### src/sv/c3rb_pkg.sv
`default_nettype none
// ----------------------------------------------------------------------------
// c3rb_pkg
// Shared widths, register indexes, reset values and word types of the 3x3
// replicate-border convolution core.
// ----------------------------------------------------------------------------
package c3rb_pkg;

    localparam int PIXEL_BITS       = 16;
    localparam int COEF_BITS        = 16;
    localparam int FILTERED_BITS    = 35;
    localparam int ACC_BITS         = PIXEL_BITS + COEF_BITS + 4;
    localparam int SIZE_BITS        = 11;
    localparam int COEF_REG_BITS    = 48;
    localparam int CFG_INDEX_BITS   = 8;
    localparam int TAPS             = 9;
    localparam int MAX_SIZE_DEFAULT = 1024;

    localparam logic [CFG_INDEX_BITS-1:0] REG_IMAGE_SIZE  = CFG_INDEX_BITS'(0);
    localparam logic [CFG_INDEX_BITS-1:0] REG_COEF_TOP    = CFG_INDEX_BITS'(1);
    localparam logic [CFG_INDEX_BITS-1:0] REG_COEF_MID    = CFG_INDEX_BITS'(2);
    localparam logic [CFG_INDEX_BITS-1:0] REG_COEF_BOTTOM = CFG_INDEX_BITS'(3);

    localparam logic KIND_PIXEL = 1'b0;

    localparam logic [SIZE_BITS-1:0]     SIZE_RESET       = 11'd1024;
    localparam logic [COEF_REG_BITS-1:0] COEF_TOP_RESET    = 48'd4295032834;
    localparam logic [COEF_REG_BITS-1:0] COEF_MID_RESET    = 48'd65537;
    localparam logic [COEF_REG_BITS-1:0] COEF_BOTTOM_RESET = 48'd8590000128;

    typedef struct packed {
        logic                         kind;
        logic signed [PIXEL_BITS-1:0] pixel;
    } in_word_t;

    typedef struct packed {
        logic signed [FILTERED_BITS-1:0] filtered;
        logic                            last_of_image;
    } out_word_t;

    typedef logic [2:0][COEF_REG_BITS-1:0] coef_rows_t;

    typedef logic [TAPS-1:0][PIXEL_BITS-1:0] tap_vec_t;

    typedef struct packed {
        logic                       last;
        logic signed [ACC_BITS-1:0] sum;
        tap_vec_t                   taps;
    } chain_t;

    typedef struct packed {
        logic                         valid;
        logic                         load_only;
        logic                         emit;
        logic                         fill;
        logic                         prep_after;
        logic                         top_mid;
        logic                         bot_px;
        logic                         last;
        logic                         wr;
        logic signed [PIXEL_BITS-1:0] pixel;
    } win_cmd_t;

endpackage
`default_nettype wire

### src/sv/c3rb_mac_cell.sv
`default_nettype none
// ----------------------------------------------------------------------------
// c3rb_mac_cell
// One multiply-accumulate cell of the sum chain. Weights the lowest tap,
// adds it to the running sum and hands the word to the next cell.
// ----------------------------------------------------------------------------
module c3rb_mac_cell (
    input  wire logic                                  clk,
    input  wire logic                                  rst_n,
    input  wire logic                                  en,
    input  wire logic                                  prev_valid,
    input  wire c3rb_pkg::chain_t                      prev_word,
    input  wire logic signed [c3rb_pkg::COEF_BITS-1:0] weight,
    output logic                                       next_valid,
    output c3rb_pkg::chain_t                           next_word
);

    localparam int P   = c3rb_pkg::PIXEL_BITS;
    localparam int C   = c3rb_pkg::COEF_BITS;
    localparam int ACC = c3rb_pkg::ACC_BITS;
    localparam int T   = c3rb_pkg::TAPS;

    logic signed [P-1:0]   tap;
    logic signed [P+C-1:0] prod;
    c3rb_pkg::chain_t      word_next, word_reg;
    logic                  valid_reg;

    assign tap  = prev_word.taps[0];
    assign prod = tap * weight;

    always_comb
    begin
        word_next.last         = prev_word.last;
        word_next.sum          = prev_word.sum + ACC'(prod);
        word_next.taps[T-2:0]  = prev_word.taps[T-1:1];
        word_next.taps[T-1]    = '0;
    end

    always_ff @(posedge clk or negedge rst_n)
    begin
        if (!rst_n)
            valid_reg <= 1'b0;
        else if (en)
            valid_reg <= prev_valid;
    end

    always_ff @(posedge clk)
    begin
        if (en)
            word_reg <= word_next;
    end

    assign next_valid = valid_reg;
    assign next_word  = word_reg;

endmodule
`default_nettype wire

### config.mk
export PLATFORM = sky130hd
export DESIGN_NAME = c3rb_mac_cell
export DESIGN_NICKNAME = d
export VERILOG_FILES = /design/src/sv/c3rb_pkg.sv /design/src/sv/c3rb_mac_cell.sv
export SDC_FILE = /design/constraint.sdc
export NUM_CORES = 1
export LEC_CHECK = 0
export ABC_AREA = 1
export ABC_CLOCK_PERIOD_IN_PS = 1250
export BUFFER_PORTS_ARGS = -buffer_cell sky130_fd_sc_hd__buf_4
export CAP_MARGIN = 10
export CORE_ASPECT_RATIO = 0.75
export CORE_UTILIZATION = 51
export CTS_BUF_LIST = sky130_fd_sc_hd__clkbuf_16
export DETAILED_ROUTE_END_ITERATION = 8
export PLACE_DENSITY = 0.75
export RECOVER_POWER = 100
export SLEW_MARGIN = 20
export SYNTH_ARGS = -nofsm -noshare
export SYNTH_HDL_FRONTEND = slang
export SYNTH_SLANG_ARGS = --single-unit
### constraint.sdc
create_clock -name clk -period 1.25 [get_ports clk]
set_clock_uncertainty 0.05 [all_clocks]
set_input_delay 0.125 -clock clk [delete_from_list [all_inputs] [get_ports clk]]
set_output_delay 0.125 -clock clk [all_outputs]
set_load 0.1 [all_outputs]
==> flow_summary.toml, run 1 <==
[final_layout]
final_cell_area_um2 = 27200
nNetsFinal = 3148
area_delta_synth_final_pct = 52.8
drive_gt1_share_pct = 38.4

[global_routing]
grt_pass1_wl_mm = 88.0
grt_max_degree = 61
grt_usage_pct = 33.1
first_global_vias = 16300
antenna_found_initial = 5
grt_overflow = 0

[clock_tree]
clk_path_buf_depth = 2
cts_made_buffers = 17
cts-root-buf = "clkbuf_16"
clk_pin_slew_ps = 70
clk_latency_ps = 430
cts_tree = "done"
clock-sinks = 166
h-tree-depth = 4
hold_buffers = 132

[synthesis]
yosysSeqAreaShare_pct = 28.0
synthCells = 1867
synth_commonest_cells = "inv_1, nand2_1, fa_1"
ys_async_sr_fraction_pct = 0.602
synth_top_area_cell = "fa_1"
synth.most_common_cell = "inv_1"
ys.flop_type = "edfxtp_1"
synth_area_per_cell_um2 = 9.53
yosysWarnings = 0
syn-cell-area_um2 = 17800
yosys.area.top_type_share_pct = 35.3
synth-seq-cells = 166
synth_edf_count = 165
netlist_top_cells_area = "fa_1, edfxtp_1, inv_1"
synth.distinct_cells = 34

[worst_setup_path]
arrival_ps = 4990
critPathKind = "in -> reg"
start_kind = "primary input"
critPathCaptureType = "flop"
slowest_delay_ps = 560
crit_top_cell = "fa_1"
crit_slowest_cell = "fa_1"
required_ps = 1390
crit_path_max_fanout = 5

[status]
status = "finished, violations left"
violations = "hold timing, setup timing"

[placed_design]
placed_area_um2 = 22600
port-buffer-count = 366
gp_congestion = 0.938
dp_hpwl_mm = 43.0

[sta]
period_minus_slack_ps = 4850
hold_viol = 1
setup_viol = 82
rsz0062_at_grt = "yes"
worst_slew_pin_slew_ps = 871
setup_ws_ps = -3600
fin_crit_sh_pct = 388
maxSlewHeadroom_pct = 42.0
clock.fmax_mhz = 206
whs_ps = -34.5
slew_viol_final = 0

[flow_run]
drv_cap = 0

[die]
fp.dieW_um = 218
die_area_um2 = 35700
core_area_um2 = 34000
io_pins = 383
dieHeight_um = 164
initial_core_util_pct = 52.4
rows = 58

[route]
dr_total_vias = 15400
ant_nets = 0
dr.pass1.iters = 5
drtIter0Drc = 1309
vias_per_cell = 5.15
routedWlPerCell_um = 21.1
wirelength_mm = 63.1
route.detailed.drc = 0

[worst_hold_path]
worstHoldPathType = "in -> reg"
logic make-up (layout without fill, tap and decap cells):
kind of cell / after synthesis / count (layout) / share of synthesized area, %
AOI/OAI and AO/OA: 38 / 38 / 1.17
xor gates and xnor gates: 17 / 17 / 0.837
adders and majority gates: 421 / 421 / 42.8
buffers and inverters: 645 / 1302 / 13.9
DFF: 166 / 166 / 28.0
muxes: 1 / 1 / 0.0633
other: 1 / 19 / 0.0211
and+or+nand+nor: 578 / 578 / 13.1
sequential cells by signal, summed over array words and instances (netlist names):
| name | flops |
|---|---|
| next_valid | 1 |
| next_word | 165 |
timing repair:
| item | 4_1_cts | 5_1_grt |
|---|---|---|
| pin swaps | 136 | 159 |
| hold endpoints to repair | 132 | 1 |
| setup endpoints to repair | 104 | 162 |
| gates resized for setup | 355 | 312 |
| setup buffers | 36 | 24 |
| cloned | 1 | 1 |
critical path: cells and delay by family:
family,cells,cell delay (ps)
adders and majority gates,7,3140
and+or+nand+nor,10,970
buffers and inverters,8,740
cell usage in the layout (no fill, tap or decap), drive strengths merged, types with 3 or more instances in the layout:
cell type    synthesis  layout
inv                570     572
nand2              462     462
buf                 16     432
fa                 314     314
edfxtp             165     165
clkbuf              59     153
dlygate4sd3          0     132
ha                 107     107
nor2                59      59
nand3               35      35
a21oi               26      26
conb                 1      16
xor2                15      15
nor3                 9       9
clkinvlp             0       6
o21ai                6       6
nand4                5       5
o21bai               5       5
clkinv               0       4
or2                  4       4
diode                0       3
bufinv               0       3
cell type report:
type	instances	area, um^2
fill	2000	6770
multi-input combinational	1071	12300
timing repair buffer	700	6600
tap	450	563
inverter	570	2170
clock buffer	17	425
antenna	3	7.51
sequential	166	4980
clock inverter	15	164
worst paths after layout:
kind | start | endpoint | slack [ps] | cells after the start
worst min-delay path | prev_word[144] | next_word[144] | -30 | 2
worst max-delay path | weight[3] | next_word[177] | -3600 | 25
min in group asynchronous | rst_n | next_valid | 490 | 3
max in group asynchronous | rst_n | next_valid | 540 | 3
worst min register to register | next_valid | next_valid | 490 | 1
worst max register to register | next_valid | next_valid | 420 | 1
routing by layer:
| metal | wire, um | global-route usage (%) | vias to the layer above |
|---|---|---|---|
| met5 | 25 | 0 | - |
| met4 | 3600 | 12.3 | 4 |
| met3 | 5140 | 7.19 | 232 |
| met2 | 31700 | 57.5 | 769 |
| met1 | 22600 | 40.8 | 7734 |
| li1 | - | - | 6673 |
metrics by stage:
step	setup TNS [ps]	utilization [%]	setup slack (ps)	instances
global route	-119510	80.1	-3710	2991
CTS	-104100	76.5	-3470	2968
global placement	-121740	66.5	-4090	2771
detailed placement	-123980	66.5	-4200	2771
finish	-114970	80.1	-3600	2992
floorplan	-109440	-	-3820	1882
Power of run 1 is left out: the tool's default activity adds up to more than one toggle a clock period on the data nets, which glitch-free logic cannot reach.
==> inputs of run 2 (changes only) <==
--- a/config.mk
+++ b/config.mk
@@ -13,6 +13,8 @@
 export CORE_UTILIZATION = 51
 export CTS_BUF_LIST = sky130_fd_sc_hd__clkbuf_16
 export DETAILED_ROUTE_END_ITERATION = 8
+export GPL_TIMING_DRIVEN = 0
+export MAX_ROUTING_LAYER = met4
 export PLACE_DENSITY = 0.75
 export RECOVER_POWER = 100
 export SLEW_MARGIN = 20
==> constraint.sdc (replaced) <==
create_clock -name clk -period 1.25 [get_ports clk]
set_clock_uncertainty 0.05 [all_clocks]
set_input_delay 0.0625 -clock clk [delete_from_list [all_inputs] [get_ports clk]]
set_output_delay 0.0625 -clock clk [all_outputs]
set_load 0.1 [all_outputs]
==> run 2 against run 1 <==
Net effect: the run ends with setup timing left; critical path type unchanged; final area down 0.35%; via count down 1.7%; largest cell class unchanged; worst setup slack worse by 58 ps.
==> flow_summary.toml, run 2 (synthesis gave the netlist of run 1 again) <==
[final_layout]
final_cell_mix = "inv_1, nand2_1, fa_1"
final_core_util_pct = 79.8
final_cell_area_um2 = 27100
area_delta_synth_final_pct = 52.3
nNetsFinal = 3130
drive_gt1_share_pct = 38.4
final_common_cell = "inv_1"
largest_reg_flops = 165
fillers = 2035

[sta]
maxSlewHeadroom_pct = 19.6
slew_viol_final = 0
period_minus_slack_ps = 4910
clock.fmax_mhz = 204
fin_crit_sh_pct = 393
rsz0062_at_grt = "yes"
setup_viol = 116
worst_slew_pin_slew_ps = 1210
setup_ws_ps = -3660
hold_viol = 0

[status]
violations = "setup timing"
status = "finished, violations left"

[route]
dr.pass1.iters = 7
ant_nets = 0
vias_per_cell = 5.09
drtIter0Drc = 1283
dr_total_vias = 15200
routedWlPerCell_um = 21.4
route.detailed.drc = 0
wirelength_mm = 63.7

[clock_tree]
clk_latency_ps = 430
cts_tree = "done"
cts_made_buffers = 17
h-tree-depth = 4
cts-root-buf = "clkbuf_16"
clock-sinks = 166
clk_path_buf_depth = 2
clk_pin_slew_ps = 70

[placed_design]
dp_slack_ps = -4760
dp_hpwl_mm = 45.1
port-buffer-count = 339
gp_congestion = 0.998
placed_area_um2 = 21900

[die]
core_area_um2 = 34000
fp.dieW_um = 218
initial_core_util_pct = 52.4
io_pins = 383
dieHeight_um = 164
rows = 58
die_area_um2 = 35700

[worst_setup_path]
crit_start = "weight[3]"
required_ps = 1380
r2r_start = "next_valid"
worstPathCellList = "clkbuf_16 -> clkbuf_16 -> nand2_4 -> fa_2 -> fa_2 -> inv_4 -> buf_4 -> fa_1 -> inv_2 -> fa_1 -> fa_1 -> fa_1 -> inv_2 -> ha_4 -> nand2_4 -> inv_1 -> nand2_1 -> nand3_1 -> nand2_1 -> nand2_1 -> a21oi_4 -> nand2_1 -> nand2_1 -> nand2_2"
path_buf_inv = 7
crit_path_max_fanout = 8
critPathKind = "in -> reg"
crit_slowest_cell = "fa_2"
start_kind = "primary input"
slowest_delay_ps = 670
critPathCaptureType = "flop"
crit_top_cell = "nand2_1"
arrival_ps = 5040
crit_family = "adder cells"

[flow_run]
drv_cap = 0

[global_routing]
grt_overflow = 0
grt_max_degree = 88
first_global_vias = 16000
grt_pass1_wl_mm = 91.2
antenna_found_initial = 7
grt_usage_pct = 36.2

[worst_hold_path]
worstHoldPathType = "in -> reg"
min_from = "weight[1]"
-- run 2: changes by cell type in the layout (fill, tap and decap cells not counted), moves of 12 or more --
cell,delta
clkbuf_4,+41
buf_4,+81
clkbuf_8,+12
clkbuf_16,+39
buf_6,-161
inv_2,-16
-- run 2: final timing paths --
check	end	slack, ps	cells past startpoint
max in group asynchronous	next_valid	600	3
min in group asynchronous	next_valid	430	3
min	next_word[145]	120	4
max reg2reg	next_valid	420	1
min reg2reg	next_valid	490	1
max	next_word[177]	-3660	24
-- run 2: through the flow --
| stage | TNS [ps] | std cells | hold slack [ps] |
|---|---|---|---|
| 2_1_floorplan | -107250 | 1882 | -283 |
| 3_3_place_gp | -261410 | 2671 | -211 |
| 3_5_place_dp | -147510 | 2672 | -210 |
| 4_1_cts | -102630 | 2933 | 101 |
| 5_1_grt | -129750 | 2977 | 111 |
| 6_report | -120990 | 2979 | 117 |
-- run 2: routing by layer --
layer	global-route usage, %	share of wire (%)	routed length [um]
met1	45.6	38	24400
met2	57.3	49	31100
met3	10.0	9.5	6080
met4	10.7	3.3	2070
met5	-	0	0
-- run 2: area by class of cell --
type / instances / area [um^2] / area share, %
antenna: 8 / 20.0 / 0.0739
buffer: 75 / 1360 / 5.02
clock buffer: 17 / 425 / 1.57
clock inverter: 15 / 131 / 0.485
inverter: 570 / 2190 / 8.07
multi-input combinational: 1071 / 12300 / 45.4
sequential: 166 / 4980 / 18.4
tap: 450 / 563 / 2.08
timing repair buffer: 606 / 5110 / 18.8
timing repair inverter: 1 / 7.51 / 0.0277
-- run 2: what timing repair did --
| action | in CTS | in global routing |
|---|---|---|
| endpoints found under the hold margin | 132 | 0 |
| endpoints found under the setup margin | 35 | 39 |
| gates cloned | 3 | 1 |
| setup buffers | 93 | 37 |
| pin swaps | 147 | 114 |
| resized for setup | 346 | 202 |
| hold buffers | 133 | 0 |
Power of run 2 is left out for the same reason.
==> inputs of run 3 (changes only) <==
--- a/config.mk
+++ b/config.mk
@@ -5,17 +5,18 @@
 export SDC_FILE = /design/constraint.sdc
 export NUM_CORES = 1
 export LEC_CHECK = 0
-export ABC_AREA = 1
 export ABC_CLOCK_PERIOD_IN_PS = 1250
 export BUFFER_PORTS_ARGS = -buffer_cell sky130_fd_sc_hd__buf_4
 export CAP_MARGIN = 10
+export CELL_PAD_IN_SITES_DETAIL_PLACEMENT = 1
+export CELL_PAD_IN_SITES_GLOBAL_PLACEMENT = 2
 export CORE_ASPECT_RATIO = 0.75
-export CORE_UTILIZATION = 51
+export CORE_UTILIZATION = 39
 export CTS_BUF_LIST = sky130_fd_sc_hd__clkbuf_16
 export DETAILED_ROUTE_END_ITERATION = 8
 export GPL_TIMING_DRIVEN = 0
 export MAX_ROUTING_LAYER = met4
-export PLACE_DENSITY = 0.75
+export PLACE_DENSITY_LB_ADDON = 0.1
 export RECOVER_POWER = 100
 export SLEW_MARGIN = 20
 export SYNTH_ARGS = -nofsm -noshare
==> run 3 against run 2 <==
Net effect: the flow still finishes with violations (setup timing); flip-flop and latch count unchanged; highest routed layer unchanged; largest cell class unchanged; critical path type unchanged; wire length is 1.5% higher; critical endpoint is now next_word[176]; final area is 7.1% lower.
==> flow_summary.toml, run 3 <==
[die]
initial_core_util_pct = 39.7
io_pins = 383
fp.dieW_um = 241
rows = 65
die_area_um2 = 43800
dieHeight_um = 182
core_area_um2 = 42200

[sta]
period_minus_slack_ps = 5400
setup_viol = 129
worst_slew_pin_slew_ps = 1100
rsz0062_at_grt = "yes"
setup_ws_ps = -4150
finalSetupTns_ps = -126850
fin_crit_sh_pct = 432
clock.fmax_mhz = 185
hold_viol = 0
slew_viol_final = 0
maxSlewHeadroom_pct = 27.0

[worst_setup_path]
start_kind = "primary input"
required_ps = 1370
ff2ff_setup_slack_ps = 400
critPathKind = "in -> reg"
arrival_ps = 5520
r2r_start = "next_valid"
crit_path_max_fanout = 7
r2r_cells = 1
r2r_end = "next_valid"
critPathCaptureType = "flop"

[clock_tree]
clk_latency_ps = 430
cts_made_buffers = 17
clock-sinks = 166
cts-root-buf = "clkbuf_16"
clk_path_buf_depth = 2
h-tree-depth = 4
clk_pin_slew_ps = 70
cts_tree = "done"

[route]
vias_per_cell = 4.81
dr.pass1.iters = 5
wirelength_mm = 64.6
drtIter0Drc = 699
dr_total_vias = 12800
route.detailed.drc = 0
ant_nets = 0
routedWlPerCell_um = 24.3

[synthesis]
yosys.area_share.simple_pct = 9.16
synth.area.mux_share_pct = 0.0672
synth_xor_area_share_pct = 1.99
synthCells = 1437
ys.flop_type = "edfxtp_1"
synth_area_per_cell_um2 = 11.7
synth_top_area_cell = "fa_1"
synth-seq-cells = 166
synth_commonest_cells = "inv_1, fa_1, edfxtp_1"
ys_async_sr_fraction_pct = 0.602
syn-cell-area_um2 = 16800
synth_adder_area_share_pct = 45.5
synth_top_family_by_area = "adder cells"
synth.most_common_cell = "inv_1"
yosys.area.top_type_share_pct = 37.5
synth-compound-area-share_pct = 3.97
yosysSeqAreaShare_pct = 29.7
yosysWarnings = 0
netlist_top_cells_area = "fa_1, edfxtp_1, inv_1"
synth_edf_count = 165
synth.distinct_cells = 56

[final_layout]
largest_reg_flops = 165
area_delta_synth_final_pct = 50.3
final_common_cell = "inv_1"
nNetsFinal = 2698
drive_gt1_share_pct = 37.2
final_cell_mix = "inv_1, fa_1, buf_4"
fillers = 4297

[worst_hold_path]
hold_depth = 4
min_from = "prev_word[144]"
worstHoldPathType = "in -> reg"
holdPathEnd = "next_word[145]"

[status]
status = "finished, violations left"
violations = "setup timing"

[global_routing]
grt_overflow = 0
grt_usage_pct = 29.8
antenna_found_initial = 7
grt_max_degree = 92
grt_pass1_wl_mm = 92.3
first_global_vias = 14400

[placed_design]
gp_congestion = 0.891
port-buffer-count = 366
dp_hpwl_mm = 46.1

[flow_run]
drv_cap = 0
[run 3: cell types whose count changed after synthesis, moves of 26 or more]
cell | before | now
and2_1 | 1 | 121
clkbuf_1 | 58 | 32
nand2_1 | 453 | 129
xnor2_1 | 2 | 28
nor2_1 | 51 | 23
inv_1 | 564 | 361
[run 3: cell type report]
| type | instances | area (um^2) | share of cell area (%) |
|---|---|---|---|
| Clock inverter | 14 | 149 | 0.591 |
| Tap cell | 569 | 712 | 2.83 |
| Multi-Input combinational cell | 875 | 11400 | 45.3 |
| Inverter | 361 | 1370 | 5.43 |
| Clock buffer | 17 | 425 | 1.69 |
| Buffer | 48 | 848 | 3.37 |
| Sequential cell | 166 | 4980 | 19.8 |
| Antenna cell | 7 | 17.5 | 0.0696 |
| Timing Repair Buffer | 607 | 5270 | 20.9 |
[run 3: worst max-delay path, stage by stage]
cell,delay (ps)
buf_8,110
clkbuf_16,160
nand2_1,80
fa_1,530
inv_1,60
fa_1,500
fa_2,660
fa_1,470
fa_1,500
inv_1,50
fa_1,490
inv_2,40
ha_4,240
a211oi_4,320
nor2_2,110
a2111oi_4,270
a211oi_4,130
a21oi_2,200
nand2_2,110
a311oi_2,280
xnor2_1,120
[run 3: worst max-delay path by stage]
stage | start | to | slack (ps) | cells after the start
6_report | prev_word[7] | next_word[176] | -4150 | 21
5_1_grt | prev_word[7] | next_word[176] | -4270 | 21
4_1_cts | prev_word[15] | next_word[176] | -4050 | 21
3_5_place_dp | weight[13] | next_word[176] | -5010 | 21
3_3_place_gp | prev_word[9] | next_word[177] | -4950 | 21
2_1_floorplan | weight[4] | next_word[176] | -4100 | 21
[run 3: metrics by stage]
step	instance area (um^2)	utilization (%)	worst slack [ps]	hold WS, ps	cells
global route	25200	59.7	-4270	129	2664
floorplan	17400	-	-4100	-283	1452
detailed placement	20900	49.6	-5010	-211	2388
global placement	20900	49.5	-4950	-212	2387
finish	25200	59.7	-4150	134	2664
CTS	24600	58.4	-4050	75.1	2628
[run 3: what timing repair did]
item | 4_1_cts | 5_1_grt
cloned | 6 | 1
pin swaps | 98 | 66
resized for setup | 255 | 101
hold endpoints to repair | 132 | 0
buffers inserted | 71 | 33
endpoints found under the setup margin | 37 | 47
hold buffers | 133 | 0
[run 3: cell families after synthesis]
kind of cell | after synthesis
buf+inv | 411
xor+xnor | 38
fa+ha+maj | 421
simple gates | 306
other cells | 1
compound gates | 93
mux | 1
flops | 166
[run 3: metal layers]
metal  GRT usage, %  part of all wire (%)  up-vias
met4           7.77                   2.5        0
met5              -                     0        -
li1               -                     -     5630
met1           39.5                    43     6689
met3           4.71                   6.2       85
met2           47.9                    48      420
Power of run 3 is left out for the same reason.
