## config.mk

```make
export PLATFORM = sky130hd
export DESIGN_NAME = c3rb_ctrl
export DESIGN_NICKNAME = d
export VERILOG_FILES = /design/src/sv/c3rb_pkg.sv /design/src/sv/c3rb_ctrl.sv
export SDC_FILE = /design/constraint.sdc
export NUM_CORES = 1
export LEC_CHECK = 0
export ABC_CLOCK_PERIOD_IN_PS = 3000
export BUFFER_PORTS_ARGS = -buffer_cell sky130_fd_sc_hd__clkbuf_2
export CAP_MARGIN = 10
export CORE_MARGIN = 2
export CORE_UTILIZATION = 49
export CTS_CLUSTER_DIAMETER = 100
export DETAILED_ROUTE_END_ITERATION = 10
export GPL_TIMING_DRIVEN = 1
export HOLD_SLACK_MARGIN = 0.15
export PLACE_DENSITY_LB_ADDON = 0.25
export SYNTH_ARGS = -nofsm -noshare
export SYNTH_HDL_FRONTEND = slang
export SYNTH_SLANG_ARGS = --single-unit
```

## constraint.sdc

```tcl
create_clock -name clk -period 3 [get_ports clk]
set_input_delay 0.45 -clock clk [delete_from_list [all_inputs] [get_ports clk]]
set_output_delay 0.45 -clock clk [all_outputs]
set_load 0.1 [all_outputs]
```

## src/sv/c3rb_pkg.sv

```systemverilog
`default_nettype none
// ----------------------------------------------------------------------------
// c3rb_pkg
// Shared widths, register indexes, reset values and word types of the 3x3
// replicate-border convolution core.
// ----------------------------------------------------------------------------
package c3rb_pkg;

    localparam int PIXEL_BITS       = 16;
    localparam int COEF_BITS        = 16;
    localparam int FILTERED_BITS    = 35;
    localparam int ACC_BITS         = PIXEL_BITS + COEF_BITS + 4;
    localparam int SIZE_BITS        = 11;
    localparam int COEF_REG_BITS    = 48;
    localparam int CFG_INDEX_BITS   = 8;
    localparam int TAPS             = 9;
    localparam int MAX_SIZE_DEFAULT = 1024;

    localparam logic [CFG_INDEX_BITS-1:0] REG_IMAGE_SIZE  = CFG_INDEX_BITS'(0);
    localparam logic [CFG_INDEX_BITS-1:0] REG_COEF_TOP    = CFG_INDEX_BITS'(1);
    localparam logic [CFG_INDEX_BITS-1:0] REG_COEF_MID    = CFG_INDEX_BITS'(2);
    localparam logic [CFG_INDEX_BITS-1:0] REG_COEF_BOTTOM = CFG_INDEX_BITS'(3);

    localparam logic KIND_PIXEL = 1'b0;

    localparam logic [SIZE_BITS-1:0]     SIZE_RESET       = 11'd1024;
    localparam logic [COEF_REG_BITS-1:0] COEF_TOP_RESET    = 48'd4295032834;
    localparam logic [COEF_REG_BITS-1:0] COEF_MID_RESET    = 48'd65537;
    localparam logic [COEF_REG_BITS-1:0] COEF_BOTTOM_RESET = 48'd8590000128;

    typedef struct packed {
        logic                         kind;
        logic signed [PIXEL_BITS-1:0] pixel;
    } in_word_t;

    typedef struct packed {
        logic signed [FILTERED_BITS-1:0] filtered;
        logic                            last_of_image;
    } out_word_t;

    typedef logic [2:0][COEF_REG_BITS-1:0] coef_rows_t;

    typedef logic [TAPS-1:0][PIXEL_BITS-1:0] tap_vec_t;

    typedef struct packed {
        logic                       last;
        logic signed [ACC_BITS-1:0] sum;
        tap_vec_t                   taps;
    } chain_t;

    typedef struct packed {
        logic                         valid;
        logic                         load_only;
        logic                         emit;
        logic                         fill;
        logic                         prep_after;
        logic                         top_mid;
        logic                         bot_px;
        logic                         last;
        logic                         wr;
        logic signed [PIXEL_BITS-1:0] pixel;
    } win_cmd_t;

endpackage
`default_nettype wire

```

## src/sv/c3rb_ctrl.sv

```systemverilog
`default_nettype none
// ----------------------------------------------------------------------------
// c3rb_ctrl
// Configuration registers and raster counters. Decides for each accepted
// word how the window is loaded, shifted and emitted.
// ----------------------------------------------------------------------------
module c3rb_ctrl #(
    parameter int MAX_SIZE = c3rb_pkg::MAX_SIZE_DEFAULT,
    localparam int ADDR_W = $clog2(MAX_SIZE)
) (
    input  wire logic                                       clk,
    input  wire logic                                       rst_n,
    input  wire logic                                       en,
    input  wire logic                                       in_valid,
    input  wire c3rb_pkg::in_word_t                         in_word,
    input  wire logic                                       cfg_write,
    input  wire logic [c3rb_pkg::CFG_INDEX_BITS-1:0]        cfg_index,
    input  wire logic [c3rb_pkg::COEF_REG_BITS-1:0]         cfg_data,
    output c3rb_pkg::coef_rows_t                            coef_rows,
    output c3rb_pkg::win_cmd_t                              cmd,
    output logic [ADDR_W-1:0]                               addr
);

    localparam int CNT_W = $clog2(MAX_SIZE + 2);

    logic [c3rb_pkg::SIZE_BITS-1:0] size_reg;
    c3rb_pkg::coef_rows_t           coef_reg;
    logic [CNT_W-1:0] in_row_reg, in_col_reg, orow_reg, ocol_reg;
    logic [CNT_W-1:0] in_row_next, in_col_next, orow_next, ocol_next;
    logic [CNT_W-1:0] n;
    logic             is_px, act, prep0, emit, fill, prep_after, last;

    always_comb
    begin
        if (size_reg == '0)
            n = CNT_W'(1);
        else if (32'(size_reg) > 32'(MAX_SIZE))
            n = CNT_W'(MAX_SIZE);
        else
            n = CNT_W'(size_reg);
    end

    always_comb
    begin
        is_px      = (in_word.kind == c3rb_pkg::KIND_PIXEL);
        act        = in_valid && en && (is_px == (in_row_reg < n));
        prep0      = (in_row_reg == CNT_W'(1)) && (in_col_reg == '0);
        emit       = (in_row_reg >= CNT_W'(2))
                     || ((in_row_reg == CNT_W'(1)) && (in_col_reg != '0));
        fill       = emit && ((ocol_reg + CNT_W'(1)) < n);
        prep_after = emit && ((ocol_reg + CNT_W'(1)) == n)
                     && ((orow_reg + CNT_W'(1)) < n);
        last       = emit && ((ocol_reg + CNT_W'(1)) == n)
                     && ((orow_reg + CNT_W'(1)) == n);

        cmd.valid      = act;
        cmd.load_only  = prep0;
        cmd.emit       = emit;
        cmd.fill       = fill;
        cmd.prep_after = prep_after;
        cmd.top_mid    = prep0 || (fill && (orow_reg == '0));
        if (prep0)
            cmd.bot_px = (n > CNT_W'(1));
        else if (fill)
            cmd.bot_px = ((orow_reg + CNT_W'(1)) < n);
        else
            cmd.bot_px = ((orow_reg + CNT_W'(2)) < n);
        cmd.last  = last;
        cmd.wr    = act && is_px;
        cmd.pixel = in_word.pixel;
        addr      = in_col_reg[ADDR_W-1:0];
    end

    always_comb
    begin
        in_row_next = in_row_reg;
        in_col_next = in_col_reg;
        orow_next   = orow_reg;
        ocol_next   = ocol_reg;
        if (act)
        begin
            if (last)
            begin
                in_row_next = '0;
                in_col_next = '0;
                orow_next   = '0;
                ocol_next   = '0;
            end
            else
            begin
                if ((in_col_reg + CNT_W'(1)) == n)
                begin
                    in_col_next = '0;
                    in_row_next = in_row_reg + CNT_W'(1);
                end
                else
                begin
                    in_col_next = in_col_reg + CNT_W'(1);
                end
                if (emit)
                begin
                    if ((ocol_reg + CNT_W'(1)) == n)
                    begin
                        ocol_next = '0;
                        orow_next = orow_reg + CNT_W'(1);
                    end
                    else
                    begin
                        ocol_next = ocol_reg + CNT_W'(1);
                    end
                end
            end
        end
    end

    always_ff @(posedge clk or negedge rst_n)
    begin
        if (!rst_n)
        begin
            size_reg    <= c3rb_pkg::SIZE_RESET;
            coef_reg[0] <= c3rb_pkg::COEF_TOP_RESET;
            coef_reg[1] <= c3rb_pkg::COEF_MID_RESET;
            coef_reg[2] <= c3rb_pkg::COEF_BOTTOM_RESET;
            in_row_reg  <= '0;
            in_col_reg  <= '0;
            orow_reg    <= '0;
            ocol_reg    <= '0;
        end
        else if (cfg_write)
        begin
            unique case (cfg_index)
                c3rb_pkg::REG_IMAGE_SIZE:
                begin
                    size_reg   <= cfg_data[c3rb_pkg::SIZE_BITS-1:0];
                    in_row_reg <= '0;
                    in_col_reg <= '0;
                    orow_reg   <= '0;
                    ocol_reg   <= '0;
                end
                c3rb_pkg::REG_COEF_TOP:    coef_reg[0] <= cfg_data;
                c3rb_pkg::REG_COEF_MID:    coef_reg[1] <= cfg_data;
                c3rb_pkg::REG_COEF_BOTTOM: coef_reg[2] <= cfg_data;
                default:
                begin
                end
            endcase
        end
        else
        begin
            in_row_reg <= in_row_next;
            in_col_reg <= in_col_next;
            orow_reg   <= orow_next;
            ocol_reg   <= ocol_next;
        end
    end

    assign coef_rows = coef_reg;

endmodule
`default_nettype wire

```

==> results summary, run 1 <==
The flow ran to the end, but the final reports show violations. The final reports fail on setup timing. The post-synthesis average cell area is 11.2 um2. The endpoint required time on the critical path is 2550 ps.

In this run the cell area of the synthesized design comes to 10,300 um2. After layout, the minimum clock period comes to 3570 ps. The multi-input combinational cells in the finished layout cover a total of 5560 um2. The final core area utilization came out at 68.8%. The endpoint identified for the worst register-to-register timing path is in_col_reg[3]. No sink is reached through more buffers than the 2 on the longest clock path. In this run the register-to-register setup slack is -290 ps. The pin count of the biggest net entering global routing came out at 95. The depth of the worst hold-timing path is 2. The slack of the critical path came out at -571 ps.

The area taken by flip-flops and latches is 4990 um2. The async set-reset flop share out of synthesis is 100%. Wires add up to 29,600 um. The starting utilization of the core area is 50.3%.

The number of rows in the core area came out at 52. The final total power came out at 7.81 mW. TritonCTS built the clock tree. The routability congestion estimate came out at 0.873. The average wire per cell in the routed design is 19.7 um. The proportion of layout cells with a drive suffix above 1 is 55.1%. The power per unit of standard cell area came out at 555 nW/um2.

Data arrives at the worst endpoint at 3120 ps. The final routed DRC violation total came out at 0. The die width came out at 149 um. The number of max-slew violations in the final report came out at 0. The clock net sink count came out at 199. The final worst-path cycle share is 119%. For this block, the initial DRC count from the detailed router was 494. The worst setup path is captured at an output port. The floorplan die height is 149 um. The antenna cell count came out at 0. The combined global-route utilization of all metal layers came out at 25.8%. The slew at the pin closest to its max-slew limit came out at 818 ps. The filler cells instantiated in the layout total 1,501. Across the run, the number of max-cap violations was 0. The startpoint identified for the worst hold timing path is cfg_data[40]. The placeable core area is 20,400 um2.

The worst-case vdd ir drop came out at 0.444 mV. The relative max-transition margin is 45.5%. On the final layout, the worst hold slack is 260 ps. The critical-path maximum fanout came out at 6. In this run the static leakage power is 7.16 nW.

The sequential element share of the synthesized area came out at 48.5%. The logic depth of the worst register-to-register path came out at 16. In the synthesized netlist, the number of instances is 914. The final setup violation count came out at 51. The critical path is of the flip-flop to output port type.

The number of enable flip-flop cells after synthesis came out at 0. The I/O pin count is 257. The half-perimeter wire length after placement came out at 20,000 um. The worst register-to-register path begins at size_reg[10].

The post-place setup slack came out at -147 ps. The overall overflow remaining after global route came out at 0. The count of state elements after synthesis came out at 199.

STA classifies the critical path startpoint as a flip-flop. In the final design database the tool counted 1,346 nets. The overall via count from detail_route came out at 8,512. The total iterations of the first detailed-routing run came out at 6.

The area added between synthesis and finish is 36.8%. The worst hold path terminates at coef_rows[136]. The number of flip-flops under the largest register name is 144. The number of nets in the synthesized netlist is 1,043.

The die outline area came out at 22,200 um2. The number of nets still failing antenna checks after routing is 0. The maximum level of the CTS H-tree is 4.

The clock latency reported for the late side of the worst-skew pair came out at 440 ps. The most frequently used flop master after synthesis is sky130_fd_sc_hd__dfrtp_1. The via count of the first global-routing pass came to 8,546. The number of hold violations in the final report came out at 0. The number of port buffers came out at 224. The first-pass GRT wire length is 44,700 um.

The initial antenna violation count came out at 0. For this run, the top clock speed supported by timing is 0.280 GHz. The distinct cell type count after synthesis is 62.

The number of clock buffers inserted by TritonCTS is 17. The mean number of vias per cell is 5.67. The clock-pin slew on the worst setup and hold paths came out at 90 ps. For this run, the number of Yosys warnings is 0. The worst setup skew after layout came out at 13.4 ps. The tree is rooted in a sky130_fd_sc_hd__clkbuf_16. The worst hold path belongs to the class input pin to flip-flop. Setup repair after global routing could not meet its margin everywhere.
power by group:
group | switching, mW | internal, mW | leakage [nW]
logic | 1.79 | 0.710 | 4.16
clock network | 1.21 | 1.17 | 0.298
registers | 0.0956 | 2.83 | 2.70
logic make-up (layout without fill, tap and decap cells):
group	after synthesis	after routing	share of synthesized area, %
AND/OR/NAND/NOR	249	250	12.3
flip-flops	199	199	48.5
multiplexers	155	155	17.0
AO/OA/AOI/OAI	118	118	7.48
buffers and inverters	102	417	5.12
adder cells (fa/ha/maj)	51	51	6.21
XOR/XNOR	40	40	3.41
worst max-delay path by stage:
stage                            start      end  slack (ps)  cells past startpoint
final                     size_reg[10]  cmd[18]        -570                     12
after global routing       orow_reg[1]  cmd[18]        -770                     14
after CTS                  orow_reg[1]  cmd[18]        -570                     14
after detailed placement   ocol_reg[0]  cmd[18]        -150                     15
after global placement     orow_reg[1]  cmd[18]         -60                     14
after floorplan            orow_reg[2]  cmd[18]        -310                     13
per-layer routing:
metal,GRT usage [%],part of all wire (%)
met5,0,0
met4,9.76,4.1
met3,7.22,6.6
met2,43.3,50
met1,31.9,40
cell type report:
type                    count  share of cell area (%)
multi-input cells         614                    39.5
flip-flops and latches    199                    35.5
repair buffers            358                    17.4
clock inverters            14                    1.29
well taps                 270                    2.40
inverters                  27                   0.748
clock buffers              18                    3.12
synth_stat cells (all sizes together) (3+ instances only):
| library cell | n | area share (%) |
|---|---|---|
| nor2 | 29 | 1.1 |
| o21a | 5 | 0.37 |
| and3 | 8 | 0.49 |
| inv | 27 | 0.99 |
| buf | 48 | 3.2 |
| nand2 | 81 | 3.0 |
| nand3b | 3 | 0.26 |
| or2 | 5 | 0.30 |
| nand3 | 49 | 2.5 |
| dfrtp | 191 | 46 |
| clkbuf | 27 | 0.99 |
| a21oi | 17 | 0.86 |
| o31ai | 6 | 0.44 |
| nor3 | 14 | 0.73 |
| nand4 | 11 | 0.67 |
| dfstp | 8 | 2.0 |
| and2 | 3 | 0.18 |
| nand2b | 13 | 0.79 |
| o21ai | 38 | 1.8 |
| ha | 51 | 6.2 |
| or3 | 4 | 0.29 |
| nor2b | 7 | 0.43 |
| o211ai | 14 | 1.0 |
| a31oi | 10 | 0.61 |
| o22ai | 8 | 0.49 |
| mux2 | 154 | 17 |
| xor2 | 17 | 1.4 |
| xnor2 | 23 | 2.0 |
| nor4 | 12 | 0.73 |
| a211oi | 5 | 0.46 |
what timing repair did:
action / 4_1_cts / 5_1_grt
endpoints found under the hold margin: 84 / 0
hold buffers: 1 / 0
pin swaps: 34 / 37
buffers inserted: 20 / 15
gates resized for setup: 88 / 104
setup endpoints to repair: 28 / 52
cloned: 5 / 2
critical path, cell delays in order (launching register included):
cell and delay [ps]:
sky130_fd_sc_hd__dfstp_2 570, sky130_fd_sc_hd__clkinvlp_4 170, sky130_fd_sc_hd__nand2_1 160, sky130_fd_sc_hd__ha_1 260, sky130_fd_sc_hd__nor2b_1 140, sky130_fd_sc_hd__o21a_1 160, sky130_fd_sc_hd__o21a_2 240, sky130_fd_sc_hd__o31ai_4 190
sky130_fd_sc_hd__a21oi_2 100, sky130_fd_sc_hd__o21ai_4 240, sky130_fd_sc_hd__a31o_2 240, sky130_fd_sc_hd__a21oi_4 40, sky130_fd_sc_hd__buf_12 170
through the flow:
| step | instance area, um2 | TNS, ps | instances |
|---|---|---|---|
| 2_1_floorplan | 10400 | -483 | 914 |
| 3_3_place_gp | 12300 | -423 | 1432 |
| 3_5_place_dp | 12300 | -1570 | 1432 |
| 4_1_cts | 13600 | -5280 | 1490 |
| 5_1_grt | 14100 | -15080 | 1500 |
| 6_report | 14100 | -9570 | 1500 |
layout by cell type (no fill, tap or decap), types with 12 or more instances in the layout:
master and count:
sky130_fd_sc_hd__xnor2_1 20, sky130_fd_sc_hd__dfrtp_1 190, sky130_fd_sc_hd__inv_1 26, sky130_fd_sc_hd__o21ai_1 14
sky130_fd_sc_hd__clkbuf_2 215, sky130_fd_sc_hd__o21ai_2 13, sky130_fd_sc_hd__clkbuf_16 18, sky130_fd_sc_hd__nand3_1 39
sky130_fd_sc_hd__nor2_1 25, sky130_fd_sc_hd__buf_6 21, sky130_fd_sc_hd__mux2_2 154, sky130_fd_sc_hd__nand2_1 57
sky130_fd_sc_hd__buf_4 100, sky130_fd_sc_hd__nand2b_1 12, sky130_fd_sc_hd__xor2_1 15, sky130_fd_sc_hd__nand2_2 19
sky130_fd_sc_hd__o211ai_1 14, sky130_fd_sc_hd__ha_1 44
Note: power is estimated with default switching activity, not from simulation.
==> inputs of run 2 (changes only) <==
CELL_PAD_IN_SITES_DETAIL_PLACEMENT = 0   (was default)
CELL_PAD_IN_SITES_GLOBAL_PLACEMENT = 1   (was default)
CORE_UTILIZATION = 38   (was 49)
MAX_ROUTING_LAYER = met4   (was default)
==> run 2 against run 1 <==
Net effect:
- the flow still finishes with violations (setup timing)
- cell count rose by 5.1%
- sequential cell count did not move
- largest cell class unchanged
- combinational power fell by 2%
- critical path type unchanged
- clock power rose by 5%
- via count fell by 5.7%
- wire length fell by 3.2%
==> results summary, run 2 (synthesis gave the netlist of run 1 again) <==
The number of port buffers is 224 (unchanged). The switching power came to 3.16 mW (+2.3%). The run finished, with violations left.

The top achievable clock speed was 0.277 GHz (-1.2%). The final non-filler cell area was 14,000 um2 (about the same). The initial antenna violation count came out at 0 (unchanged). The slew at the pin closest to its max-slew limit was 594 ps (-224 ps). The post-place setup slack came out at -147 ps (-0.583 ps).

The top cell types in the final layout, fill and taps aside, are sky130_fd_sc_hd__clkbuf_2, sky130_fd_sc_hd__dfrtp_1, sky130_fd_sc_hd__mux2_2. The max-capacitance violation count is 0 (unchanged). The slack of the critical path came to -615 ps (-43.3 ps). The final routed DRC violation total is 0 (unchanged). The clock-pin slew on the worst setup and hold paths came out at 90 ps (about the same). The overall overflow remaining after global route came out at 0 (unchanged). The final core area utilization is 52.6% (-16 points). The critical-path maximum fanout came out at 4 (-2). The clock latency reported for the late side of the worst-skew pair is 430 ps (about the same). The data arrival time of the critical path was 3160 ps (+40 ps).

The number of fill cells is 2,444 (+63%). The proportion of power drawn by the clock network is 31.9% (+1.4 points). The total wire length after detailed routing came out at 28,700 um (-3.2%). For this design, the slowest cell found on the critical path is sky130_fd_sc_hd__dfrtp_1.

The signal on the critical path passes through buf_4, buf_4, inv_1, ha_1, ha_1, nor2b_1, o21a_1, o21a_1, o211ai_1, a31oi_1, a31o_2, a21oi_4, buf_12. The number of nets still failing antenna checks after routing was 0 (unchanged). The combinational fraction of design power is 31.1% (-0.9 points). The switching fraction of total power is 40.1% (+0.51 points).

The number of hold violations in the final report came out at 0 (unchanged). The maximum level of the CTS H-tree came to 4 (unchanged). The I/O pin count is 257 (unchanged). The CTS tree is built. The total negative setup slack is -9440 ps (+123 ps).

The clock net sink count is 199 (unchanged). The final worst-path cycle share came to 120% (+1.4 points). The first-pass GRT wire length came out at 45,100 um (+0.88%). The antenna cell count is 0 (unchanged). The path class of the tightest hold or removal check is input pin to flip-flop. The final setup violation count is 51 (unchanged). The checks that failed: setup timing. The highest cell delay on the worst timing path is 420 ps (-150 ps). The combined global-route utilization of all metal layers was 20.9% (-5.0 points).

The mean number of vias per cell is 5.09 (-10%). The non-filler instance count after layout came out at 1,577 (+5.1%). The overall via count from detail_route came out at 8,028 (-5.7%).

The via count of the first global-routing pass came out at 8,150 (-4.6%). The power per unit of standard cell area was 561 nW/um2 (+1.1%). The half-perimeter wire length after placement is 21,000 um (+4.8%). The final hold slack was 260 ps (+0.729 ps).

The post-layout minimum cycle time is 3610 ps (+43.3 ps). The proportion of layout cells with a drive suffix above 1 came to 53.2% (-1.9 points). The pin count of the biggest net entering global routing came out at 64 (-33%). The total iterations of the first detailed-routing run is 7 (+1). The routability congestion estimate is 0.813 (-6.8%). The die outline area was 28,400 um2 (+28%). The initial DRC count came out at 299 (-39%). The leakage power summed over all cells is 7.14 nW (-0.29%). The internal power summed over all cells came out at 4.72 mW (+0.10%). Setup repair after global routing could not meet its margin everywhere. The endpoint type of the worst setup path is an output port. The final net count was 1,352 (+0.45%). The worst-case vdd ir drop is 0.390 mV (-12%). The instance area at placement came out at 12,400 um2 (+1.1%).

The number of max-slew violations in the final report came to 0 (unchanged). The floorplan die height is 168 um (+13%). The die width is 168 um (+13%).

The number of rows in the core area is 60 (+15%). The starting utilization of the core area came out at 38.5% (-12 points). STA classifies the critical path startpoint as a flip-flop.

The root buffer cell chosen for the clock tree is sky130_fd_sc_hd__clkbuf_16. The most frequent standard cell in the layout excluding fill and tap cells is sky130_fd_sc_hd__clkbuf_2. The final total power is 7.88 mW (+0.95%). The sequential fraction of design power came out at 37.1% (-0.4 points). The number of flip-flops under the largest register name came out at 144 (unchanged). By startpoint and endpoint, the worst setup path is classified as flip-flop to output port. The maximum root-to-sink buffer count is 2 (unchanged).

The worst setup skew after layout came out at 14.3 ps (+0.901 ps). The number of clock buffers inserted by TritonCTS came out at 17 (unchanged). The area added between synthesis and finish was 36.6% (about the same). The average wire per cell in the routed design came out at 18.2 um (-7.9%). The total placed cells including tap cells came out at 1,504 (+5.0%). The endpoint required time on the critical path is 2550 ps (about the same). The placeable core area is 26,700 um2 (+31%). The relative max-transition margin is 60.6% (+15 points).
==> run 2: cell types whose count changed in the layout (fill, tap and decap cells not counted), moves of 4 or more <==
cell / change
sky130_fd_sc_hd__o21ai_2: -5
sky130_fd_sc_hd__a31oi_4: -6
sky130_fd_sc_hd__buf_4: +13
sky130_fd_sc_hd__a31oi_1: +5
sky130_fd_sc_hd__nand2_1: +6
sky130_fd_sc_hd__o21ai_1: +6
sky130_fd_sc_hd__nand2_2: -6
sky130_fd_sc_hd__buf_12: +4
==> run 2: power by group through the flow <==
stage / sequential, mW / clock [mW] / combinational (mW)
after detailed placement: 2.97 / 0 / 2.31
after global routing: 2.94 / 2.70 / 2.59
after global placement: 2.96 / 0 / 2.29
final: 2.92 / 2.51 / 2.45
after CTS: 2.92 / 2.59 / 2.42
after floorplan: 3.67 / 0 / 1.07
==> run 2: cell type report <==
class                      instances  area [um2]  share of cell area, %
inverter                          27         105                  0.748
timing repair buffer             365        2480                   17.7
sequential                       199        4990                   35.5
clock buffer                      17         425                   3.03
tap                              341         427                   3.04
multi-input combinational        613        5390                   38.4
clock inverter                    15         225                   1.60
==> run 2: routing by layer <==
layer | share of wire (%) | up-vias | global-route usage [%]
met1 | 45 | 3992 | 27.3
met5 | 0 | - | -
li1 | - | 3843 | -
met2 | 48 | 175 | 33.0
met4 | 1.4 | 0 | 5.02
met3 | 5.6 | 18 | 4.91
==> run 2: final timing paths <==
path                            depth (start not counted)      startpoint        endpoint  slack (ps)
min in group asynchronous                               2           rst_n     orow_reg[8]         580
max in group asynchronous                               3           rst_n    size_reg[10]        1630
worst max register to register                         14    size_reg[10]     ocol_reg[3]        -250
worst min-delay path                                    3    cfg_data[10]    size_reg[10]         260
worst max-delay path                                   13     orow_reg[1]         cmd[18]        -610
worst min register to register                          1  coef_rows[135]  coef_rows[135]         510
==> run 2: timing repair <==
action,in CTS,in global routing
pin swaps,30,30
buffers inserted,20,21
gates cloned,2,3
setup endpoints to repair,31,53
hold buffers,1,0
gates resized for setup,81,81
hold endpoints to repair,56,0
==> run 2: critical path, delay by kind of cell (launching register included) <==
kind,cells,cell delay (ps)
adder cells (fa/ha/maj),2,560
buffers and inverters,4,540
flip-flops,1,420
AO/OA/AOI/OAI,6,1080
AND/OR/NAND/NOR,1,130
==> inputs of run 3 (changes only) <==
ABC_AREA = 1   (was default)
ABC_CLOCK_PERIOD_IN_PS = 3700   (was 3000)
CORE_UTILIZATION = 39   (was 38)
SETUP_SLACK_MARGIN = 0.4   (was default)
clock period = 3.7 ns   (was 3 ns; I/O delays follow)
==> run 3 against run 2 <==
Net effect:
- the run still ends with setup timing left
- sequential share of layout area increased by 2.5 points
- critical path type unchanged
- non-clock buffer count decreased by 68
- die area decreased by 2.3%
- first-iteration DRC count increased by 76%
- combinational power increased by 36%
- clock skew increased by 0.82 ps
- highest routed layer unchanged
- wire length increased by 3.2%
- area after synthesis increased by 0.23%
- sequential cell count unchanged
- via count increased by 10%
- clock power decreased by 22%
==> results summary, run 3 <==
The power per unit of standard cell area is 594 nW/um2 (+5.8%). The half-perimeter wire length after placement came out at 20,700 um (-1.3%). The number of clock buffers inserted by TritonCTS is 17 (unchanged). The worst setup skew after layout came out at 15.1 ps (+0.823 ps). The count of buffering cells on the critical path with inverters included came out at 3 (-1). The worst setup path is captured at an output port. The I/O pin count came out at 257 (unchanged). The final hold slack came out at 131 ps (-129 ps). The mean number of vias per cell came out at 4.81 (-5.5%). The number of flip-flops under the largest register name is 144 (unchanged). The clock net sink count came out at 199 (unchanged). Among cell families on the critical path, the largest total delay comes from simple AND/OR/NAND/NOR gates. The number of max-slew violations in the final report was 0 (unchanged).

The via count of the first global-routing pass is 8,705 (+6.8%). The async set-reset flop share out of synthesis was 100% (unchanged). The clock-pin slew on the worst setup and hold paths is 90 ps (about the same). The pin count of the biggest net entering global routing is 80 (+25%). The proportion of layout cells with a drive suffix above 1 came out at 28.2% (-25 points). In this design, the critical path's most frequently occurring cell is sky130_fd_sc_hd__nand4_1. The non-filler instance count after layout came out at 1,841 (+17%). The total placed cells including tap cells is 1,759 (+17%). Based on the critical path, the design can be clocked at up to 0.258 GHz. The routability congestion estimate is 0.890 (+9.4%).

The slack of the critical path came out at -180 ps (+435 ps). The relative max-transition margin was 54.9% (-5.7 points). The final routed DRC violation total is 0 (unchanged). In this run the worst setup path terminates at cmd[17]. The signal on the critical path passes through ha_2, nand4_1, nor2_2, nand3_2, nand3b_1, xor2_1, inv_1, ha_4, nand2_4, nor2_4, nand4_1, nor3b_2, nand2_1, nor4_2, buf_4, buf_12. The combined global-route utilization of all metal layers came out at 21.9% (+1.1 points).

The Yosys warning count is 0 (unchanged). The number of fill cells came out at 2,535 (+3.7%). By startpoint and endpoint, the worst setup path is classified as flip-flop to output port. The number of nets in the synthesized netlist is 1,388 (+33%). The final setup violation count is 4 (-92%). Ranked by total cell area, the synthesized netlist is headed by sky130_fd_sc_hd__dfrtp_1, sky130_fd_sc_hd__nand2_1, sky130_fd_sc_hd__o21ai_0. The area share of the largest cell type after synthesis came out at 46.4% (-0.11 points). Among all flip-flop cells after synthesis, the most frequent one is sky130_fd_sc_hd__dfrtp_1. The critical path starts at ocol_reg[0]. The data arrival time of the critical path came out at 3320 ps (+160 ps). The final net count came out at 1,622 (+20%). The total wire length after detailed routing came out at 29,600 um (+3.2%). The type of the tightest min-delay check is input pin to async pin.

The reg2reg setup slack came to 480 ps (+730 ps). The distinct cell type count after synthesis is 37 (-40%). The logic depth of the worst register-to-register path is 19 (+5). The leakage power summed over all cells is 6.94 nW (-2.9%).

The critical-path cell with the highest stage delay is sky130_fd_sc_hd__dfrtp_1. The initial DRC count is 525 (+76%). The number of rows in the core area came out at 59 (-1.7%). The starting utilization of the core area is 39.7% (+1.2 points). By count the netlist is led by sky130_fd_sc_hd__nand2_1, sky130_fd_sc_hd__dfrtp_1, sky130_fd_sc_hd__o21ai_0. The average wire per cell in the routed design came to 16.1 um (-12%). The highest cell delay on the worst timing path came to 370 ps (-50 ps). The library cell used most frequently in the layout, excluding fill and tap cells, is sky130_fd_sc_hd__nand2_1. The post-synthesis average cell area is 8.18 um2 (-27%). The synthesized design spends more area on one cell type than any other, namely sky130_fd_sc_hd__dfrtp_1.

The endpoint of the worst-slack reg-to-reg timing path is in_row_reg[3]. The synthesized cell area is 10,300 um2 (+0.23%). Counting I/O delays and the setup requirement, the final critical path takes 3880 ps.

The antenna cell count was 0 (unchanged). The tree is rooted in a sky130_fd_sc_hd__clkbuf_16. The worst-case vdd ir drop came out at 0.883 mV (+130%). The count of state elements after synthesis came to 199 (unchanged). The endpoint required time on the critical path came out at 3140 ps (+590 ps). The placeable core area is 26,000 um2 (-2.8%). The final worst-path cycle share came out at 105%.

The first-pass GRT wire length came out at 47,100 um (+4.3%). The area added between synthesis and finish came out at 27.3%. The instance count of the mapped netlist came out at 1,259 (+38%). The number of buffers inserted by hold repair at cts came to 0 (-1). The clock latency reported for the late side of the worst-skew pair is 450 ps (+20 ps). The final core area utilization came out at 50.5% (-2.1 points). The count of cell instances traversed by the critical path came to 16 (+3). The flow ran to the end, but the final reports show violations.

Setup repair after global routing could not meet its margin everywhere. In this run the critical register-to-register path is launched from size_reg[10]. TritonCTS built the clock tree. The total iterations of the first detailed-routing run was 6 (-1). The slew at the pin closest to its max-slew limit was 676 ps (+82.5 ps). The overall overflow remaining after global route is 0 (unchanged).

The checks that failed: setup timing. The critical-path maximum fanout came out at 2 (-2). The most common cell in the synthesized netlist is sky130_fd_sc_hd__nand2_1. The initial antenna violation count is 0 (unchanged).

The maximum root-to-sink buffer count came to 2 (unchanged). The floorplan die height was 167 um (-1.1%). The overall via count from detail_route came out at 8,859 (+10%). The die width came out at 167 um (-1.1%). The number of port buffers is 224 (unchanged). The sequential element share of the synthesized area came out at 48.4% (-0.11 points).

The number of hold violations in the final report came out at 0 (unchanged). The die outline area came out at 27,700 um2 (-2.3%). The final total power is 7.79 mW (-1.2%). The number of enable flip-flop cells after synthesis is 0 (unchanged).

The startpoint type of the worst setup path is a flip-flop. The maximum level of the CTS H-tree is 4 (unchanged). The max-capacitance violation count is 0 (unchanged). The number of nets still failing antenna checks after routing came out at 0 (unchanged). In the layout the commonest cells are sky130_fd_sc_hd__nand2_1, sky130_fd_sc_hd__clkbuf_2, sky130_fd_sc_hd__dfrtp_1. The total negative setup slack came out at -311 ps (+9130 ps).
## run 3: layout make-up
class | instances | area [um2] | area share (%)
clock buffer | 17 | 425 | 3.24
clock inverter | 15 | 193 | 1.47
inverter | 124 | 470 | 3.59
multi-input combinational | 854 | 4740 | 36.2
sequential | 199 | 4990 | 38.1
tap | 335 | 419 | 3.20
timing repair buffer | 297 | 1870 | 14.3
## run 3: how the worst min path moves through the flow
| stage | slack, ps | endpoint |
|---|---|---|
| after CTS | 150 | in_row_reg[5] |
| after global routing | 160 | in_row_reg[4] |
| after floorplan | 260 | coef_rows[0] |
| final | 130 | in_row_reg[0] |
| after global placement | 470 | coef_rows[31] |
| after detailed placement | 470 | coef_rows[107] |
## run 3: what timing repair did
| action | in CTS | in global routing |
|---|---|---|
| setup buffers | 30 | 19 |
| setup endpoints to repair | 31 | 51 |
| pin swaps | 18 | 22 |
| gates cloned | 1 | 0 |
| endpoints found under the hold margin | 0 | 0 |
| gates resized for setup | 64 | 32 |
## run 3: cell families (layout without fill, tap and decap cells)
| group | count (synthesis) | count (layout) | share of synthesized area [%] |
|---|---|---|---|
| AOI/OAI and AO/OA | 207 | 208 | 10.4 |
| xor gates and xnor gates | 34 | 34 | 2.89 |
| adders and majority gates | 51 | 51 | 6.19 |
| buffers and inverters | 207 | 453 | 9.36 |
| DFF | 199 | 199 | 48.4 |
| and+or+nand+nor | 561 | 561 | 22.7 |
## run 3: routing by layer
metal  track usage (%)  wire [um]  vias to the layer above
met5                 -          0                        -
met4              5.81        445                        0
met3              6.54       2040                       27
met2              33.2      13400                      245
met1              28.8      13700                     4096
li1                  -          -                     4491
## run 3: report_power, final
group          switching [mW]  total, mW  leakage, nW  internal, mW
Combinational            2.42       3.33         3.93         0.915
Clock                    1.03       1.97        0.299         0.932
Sequential              0.159       2.49         2.71          2.33
Total                    3.61       7.79         6.94          4.18
## run 3: metrics by stage
stage / area (um2) / worst slack [ps]
after floorplan: 10300 / 309
after global placement: 11700 / 233
after detailed placement: 11700 / 214
after CTS: 12800 / -70.7
after global routing: 13100 / -485
final: 13100 / -180
## run 3: worst reg2reg max path, stage by stage, from the launching register on
cell,delay (ps)
sky130_fd_sc_hd__dfstp_2,570
sky130_fd_sc_hd__clkinvlp_4,140
sky130_fd_sc_hd__o21bai_4,220
sky130_fd_sc_hd__buf_4,150
sky130_fd_sc_hd__nand2_2,80
sky130_fd_sc_hd__ha_4,210
sky130_fd_sc_hd__a21oi_2,170
sky130_fd_sc_hd__o21ai_2,90
sky130_fd_sc_hd__a21oi_2,190
sky130_fd_sc_hd__nand2_2,80
sky130_fd_sc_hd__nand2_2,80
sky130_fd_sc_hd__buf_4,100
sky130_fd_sc_hd__buf_4,90
sky130_fd_sc_hd__buf_4,90
sky130_fd_sc_hd__nand4_2,150
sky130_fd_sc_hd__nand2_2,230
sky130_fd_sc_hd__buf_12,210
sky130_fd_sc_hd__nand2_4,130
sky130_fd_sc_hd__nand2_1,80
sky130_fd_sc_hd__nand2_1,60
